[config.mk]
export PLATFORM = sky130hd
export DESIGN_NAME = bpb_merge
export DESIGN_NICKNAME = d
export VERILOG_FILES = /design/src/rtl/bpb_pkg.sv /design/src/rtl/bpb_merge.sv
export SDC_FILE = /design/constraint.sdc
export NUM_CORES = 1
export LEC_CHECK = 0
export BUFFER_PORTS_ARGS = -buffer_cell sky130_fd_sc_hd__buf_2
export CAP_MARGIN = 40
export CORE_UTILIZATION = 53
export CTS_BUF_LIST = sky130_fd_sc_hd__clkbuf_16
export DETAILED_ROUTE_END_ITERATION = 7
export PLACE_DENSITY_LB_ADDON = 0.05
export SLEW_MARGIN = 20
export SYNTH_ARGS = -nofsm -noshare
export SYNTH_HDL_FRONTEND = slang
export SYNTH_SLANG_ARGS = --single-unit
[constraint.sdc]
create_clock -name clk -period 2.95 [get_ports clk]
set_clock_uncertainty 0.2 [all_clocks]
set_input_delay 0.295 -clock clk [delete_from_list [all_inputs] [get_ports clk]]
set_output_delay 0.295 -clock clk [all_outputs]
set_load 0.01 [all_outputs]
[src/rtl/bpb_pkg.sv]
package bpb_pkg;

    localparam int PATTERN_SLOTS     = 16;
    localparam int MAX_PATTERN_BYTES = 16;
    localparam int WINDOW_BYTES      = 16;

    localparam int LEN_W    = 5;
    localparam int INDEX_W  = 4;
    localparam int WORD_W   = 64;
    localparam int WEIGHT_W = 16;

    // max tree over the lanes, at least one level
    localparam int MERGE_LEVELS = (PATTERN_SLOTS > 1) ? $clog2(PATTERN_SLOTS) : 1;
    localparam int MERGE_NODES  = 1 << MERGE_LEVELS;
    localparam int CNT_W        = $clog2(MERGE_LEVELS + 1);

    typedef enum logic
    {
        CMD_LOAD = 1'b0,
        CMD_EVAL = 1'b1
    } cmd_t;

    typedef enum logic [1:0]
    {
        ST_IDLE,
        ST_MATCH,
        ST_MERGE
    } state_t;

    typedef struct packed
    {
        cmd_t                command;
        logic [INDEX_W-1:0]  entry_index;
        logic [LEN_W-1:0]    pattern_len;
        logic [WORD_W-1:0]   pattern_low;
        logic [WORD_W-1:0]   pattern_high;
        logic [WEIGHT_W-1:0] weight;
        logic [LEN_W-1:0]    old_len;
        logic [WORD_W-1:0]   old_low;
        logic [WORD_W-1:0]   old_high;
        logic [LEN_W-1:0]    new_len;
        logic [WORD_W-1:0]   new_low;
        logic [WORD_W-1:0]   new_high;
    } request_t;

    typedef struct packed
    {
        logic [WEIGHT_W-1:0] boost;
        logic                any_broken;
    } result_t;

    // lane control from the sequencer
    typedef struct packed
    {
        logic write;
        logic match;
    } lane_ctrl_t;

    // what one lane found; weight is zero unless broken
    typedef struct packed
    {
        logic                broken;
        logic [WEIGHT_W-1:0] weight;
    } lane_res_t;

endpackage

[src/rtl/bpb_merge.sv]
module bpb_merge
(
    input  logic               clk,
    input  bpb_pkg::lane_res_t lanes [bpb_pkg::PATTERN_SLOTS],
    output bpb_pkg::lane_res_t top
);

    // heap order: node n has children 2n and 2n+1, leaves above MERGE_NODES-1
    bpb_pkg::lane_res_t tree_reg [1:bpb_pkg::MERGE_NODES-1];
    bpb_pkg::lane_res_t leaf     [bpb_pkg::MERGE_NODES];

    function automatic bpb_pkg::lane_res_t combine(
        input bpb_pkg::lane_res_t a,
        input bpb_pkg::lane_res_t b
    );
        bpb_pkg::lane_res_t r;
        r.broken = a.broken | b.broken;
        r.weight = (a.weight > b.weight) ? a.weight : b.weight;
        return r;
    endfunction

    always_comb
    begin
        for (int i = 0; i < bpb_pkg::MERGE_NODES; i++)
        begin
            if (i < bpb_pkg::PATTERN_SLOTS)
            begin
                leaf[i] = lanes[i];
            end
            else
            begin
                leaf[i] = '0;
            end
        end
    end

    // one tree level settles per clock
    always_ff @(posedge clk)
    begin
        for (int n = 1; n < bpb_pkg::MERGE_NODES; n++)
        begin
            if (2*n >= bpb_pkg::MERGE_NODES)
            begin
                tree_reg[n] <= combine(leaf[2*n - bpb_pkg::MERGE_NODES],
                                       leaf[2*n + 1 - bpb_pkg::MERGE_NODES]);
            end
            else
            begin
                tree_reg[n] <= combine(tree_reg[2*n], tree_reg[2*n + 1]);
            end
        end
    end

    assign top = tree_reg[1];

endmodule

==> impl_metrics.env <==
export IMPL_horiz_die_dim_um=184.1
export IMPL_critical_path_max_stage_delay_ps=560
export IMPL_cts_htree_levels=1
export IMPL_yosysTopAreaCellShare_pct=29.05
export IMPL_report_final_hold_viol_count=0
export IMPL_avgViaCountPerCell=6.096
export IMPL_cp_max_fo=8
export IMPL_finalCritPeriodShare_pct=101.6
export IMPL_design_final_nets=3078
export IMPL_start_kind="input port"
export IMPL_maxSlewViolCount=0
export IMPL_detailed_place_area_mm2=0.01945
export IMPL_number_of_enable_flip_flop_cells_after_synthesis=0
export IMPL_dr_first_iter_drc_count=1572
export IMPL_worst_path_max_delay_cell="dlygate4sd3_1"
export IMPL_layout_cell_area_non_filler_mm2=0.02346
export IMPL_timing_fmax_ghz=0.3335
export IMPL_clockBufferDepth=3
export IMPL_netlist_instances=2048
export IMPL_synth_async_sr_flop_share_pct=0
export IMPL_synth_yosys_warnings=0
export IMPL_detail_route_drc_violations=0
export IMPL_setup_tns_final_ps=-413.1
export IMPL_synth_cell_type_count=46
export IMPL_vias=18450
export IMPL_fp_dieArea_mm2=0.03389
export IMPL_die_h_um=184.1
export IMPL_track_usage_pct=30.11
export IMPL_run_status="finished with violations"
export IMPL_timing_hold_worst_class="in -> reg"
export IMPL_ys_ff_latch=255
export IMPL_worst_slew_pin_transition_ps=611.3
export IMPL_cp_data_arrival_time_ps=3210
export IMPL_max_slew_margin_rel_pct=58.97
export IMPL_first_global_vias=17940
export IMPL_buffer_ports_inserted=289
export IMPL_unrepaired_setup_endpoints_after_global_routing="yes"
export IMPL_critical_path_endpoint_type="register"
export IMPL_setup_violations=18
export IMPL_criticalPathCategory="in -> reg"
export IMPL_start_util_pct=53.88
export IMPL_finalWeightedCongestion=0.8864
export IMPL_power_density_mw_per_mm2=594.6
export IMPL_dp_final_hpwl_um=35690
export IMPL_number_of_flip_flops_in_the_largest_register=255
export IMPL_cts_sink_count=255
export IMPL_timing_critical_path_required_ps=3170
export IMPL_antenna_violating_nets_post_route=0
export IMPL_max_vdd_ir_drop_mv=0.5094
export IMPL_synth_sequential_area_ratio_pct=29.05
export IMPL_io_pins=290
export IMPL_first_pass_grt_wire_length_um=85010
export IMPL_ys_flop_type="dfxtp_1"
export IMPL_max_cap_violations=0
export IMPL_core_mm2=0.03262
export IMPL_worstSkewPairLatency_ps=540
export IMPL_cp_cell_sequence="dlygate4sd3_1 > buf_2 > ha_1 > nand4_1 > a2111o_1 > a31oi_4 > buf_6 > mux2_2 > dlygate4sd3_1"
export IMPL_total_leakage_power_nw=10.54
export IMPL_cts_tree="yes"
export IMPL_totalWireLength_um=53640
export IMPL_synth_top_cells_by_area="dfxtp_1 29%, ha_1 17%, o311ai_0 7.9%, o211ai_1 6.6%, nor4_1 5.5%"
export IMPL_syn_num_nets=2561
export IMPL_num_rows=66
export IMPL_number_of_buffers_created_by_cts=26
export IMPL_synthDominantAreaCellType="dfxtp_1"
export IMPL_cp_common_cell="dlygate4sd3_1"
export IMPL_final_critical_path_setup_slack_ps=-48.56
export IMPL_clock_pin_slew_on_the_worst_setup_and_hold_paths_ps=60
export IMPL_cp_num_buf_inv=4
export IMPL_synth_avg_cell_area_um2=8.581
export IMPL_grt_overflow=0
export IMPL_period_needed_ps=2999
export IMPL_synth_commonest_cells="256 x inv_1, 255 x dfxtp_1, 240 x ha_1"
export IMPL_wire_per_inst_um=17.73
export IMPL_critical_path_startpoint="lanes[21]"
export IMPL_clock_tree_root_cell="clkbuf_16"
export IMPL_number_of_antenna_violations_at_the_first_check_in_global_routing=0
export IMPL_number_of_detailed_routing_iterations_run_before_antenna_repair=5
export IMPL_area_growth_from_synthesis_to_layout_pct=33.51
export IMPL_cp_top_family="buffers and inverters"
export IMPL_post_synth_instance_area_mm2=0.01757
export IMPL_failed_checks="negative setup slack"
export IMPL_grt_start_max_net_pins=32
export IMPL_num_fill_cells=2476
export IMPL_worstReg2RegStart="tree_reg[1][32]$_DFF_P_"
export IMPL_final_layout_size_suffix_gt1_share_pct=21.60
export IMPL_yosys_cell_count_top_type="inv_1"
export IMPL_min_from="lanes[170]"
[metal layers]
layer | wire length (um) | GRT usage, %
met3 | 2565 | 3.122
met4 | 2142 | 11.67
met5 | 0 | 0
met2 | 27160 | 54.05
met1 | 21770 | 36.77
[final cells by class]
class,count,area [um2],area share [%]
antenna,1,2.502,0.01066
clock buffer,27,675.6,2.880
clock inverter,19,157.7,0.6719
inverter,256,960.9,4.095
multi-input combinational,1394,11230,47.85
sequential,255,5105,21.76
tap,442,553.0,2.357
timing repair buffer,632,4781,20.38
[report_power, final]
part	total, mW	switching, mW	leakage, nW	internal, mW
registers	4.88	0.512	2.15	4.36
clock network	3.22	1.32	0.425	1.90
logic	5.85	3.01	7.97	2.85
[path summary, 6_finish.rpt]
kind,end,cells after the start,slack (ps)
worst min register to register,tree_reg[0][67]$_DFF_P_,1,210
worst min-delay path,tree_reg[1][34]$_DFF_P_,3,10
worst max register to register,tree_reg[0][82]$_DFF_P_,7,270
worst max-delay path,tree_reg[1][121]$_DFF_P_,9,-50
[logic make-up after synthesis]
| kind of cell | count (synthesis) | synth area share, % |
|---|---|---|
| flip-flops | 255 | 29.05 |
| AND/OR/NAND/NOR | 581 | 18.69 |
| buffers and inverters | 399 | 9.170 |
| AO/OA/AOI/OAI | 493 | 20.67 |
| adder cells (fa/ha/maj) | 240 | 17.09 |
| multiplexers | 80 | 5.340 |
[layout by cell type (no fill, tap or decap), types with 27 or more instances in the layout]
cell and n:
buf_2 276, o311ai_1 43, dfxtp_1 255, buf_4 77
o211ai_1 154, a21oi_1 86, nand4_1 48, mux2_2 69
nand2_1 83, o311ai_0 115, dlygate4sd3_1 268, nor4_1 153
ha_1 224, inv_1 258, nand3_1 182, clkbuf_16 27
[through the flow]
stage	power, mW	hold slack [ps]	instances	setup slack [ps]	utilization (%)
after floorplan	8.615	189.5	2048	549.2	-
after global placement	9.989	195.4	2700	291.5	59.52
after detailed placement	10.15	197.2	2705	235.7	59.64
after CTS	13.81	3.026	3022	3.048	70.51
after global routing	14.90	22.08	3025	-103.1	71.93
final	13.95	13.65	3026	-48.56	71.93
[what timing repair did]
| item | in CTS | in global routing |
|---|---|---|
| resized for setup | 0 | 112 |
| hold endpoints to repair | 136 | 7 |
| buffers inserted | 0 | 12 |
| setup endpoints to repair | 0 | 107 |
| hold buffers | 271 | 8 |
[worst reg2reg max path, cell delays in order, from the launching register on]
cell,delay [ps]
dfxtp_1,300
inv_1,70
ha_1,320
nand4_1,220
nor4_2,540
o21a_1,520
o311ai_0,250
o211ai_1,170
No activity file was read; power rests on OpenSTA's default activity.
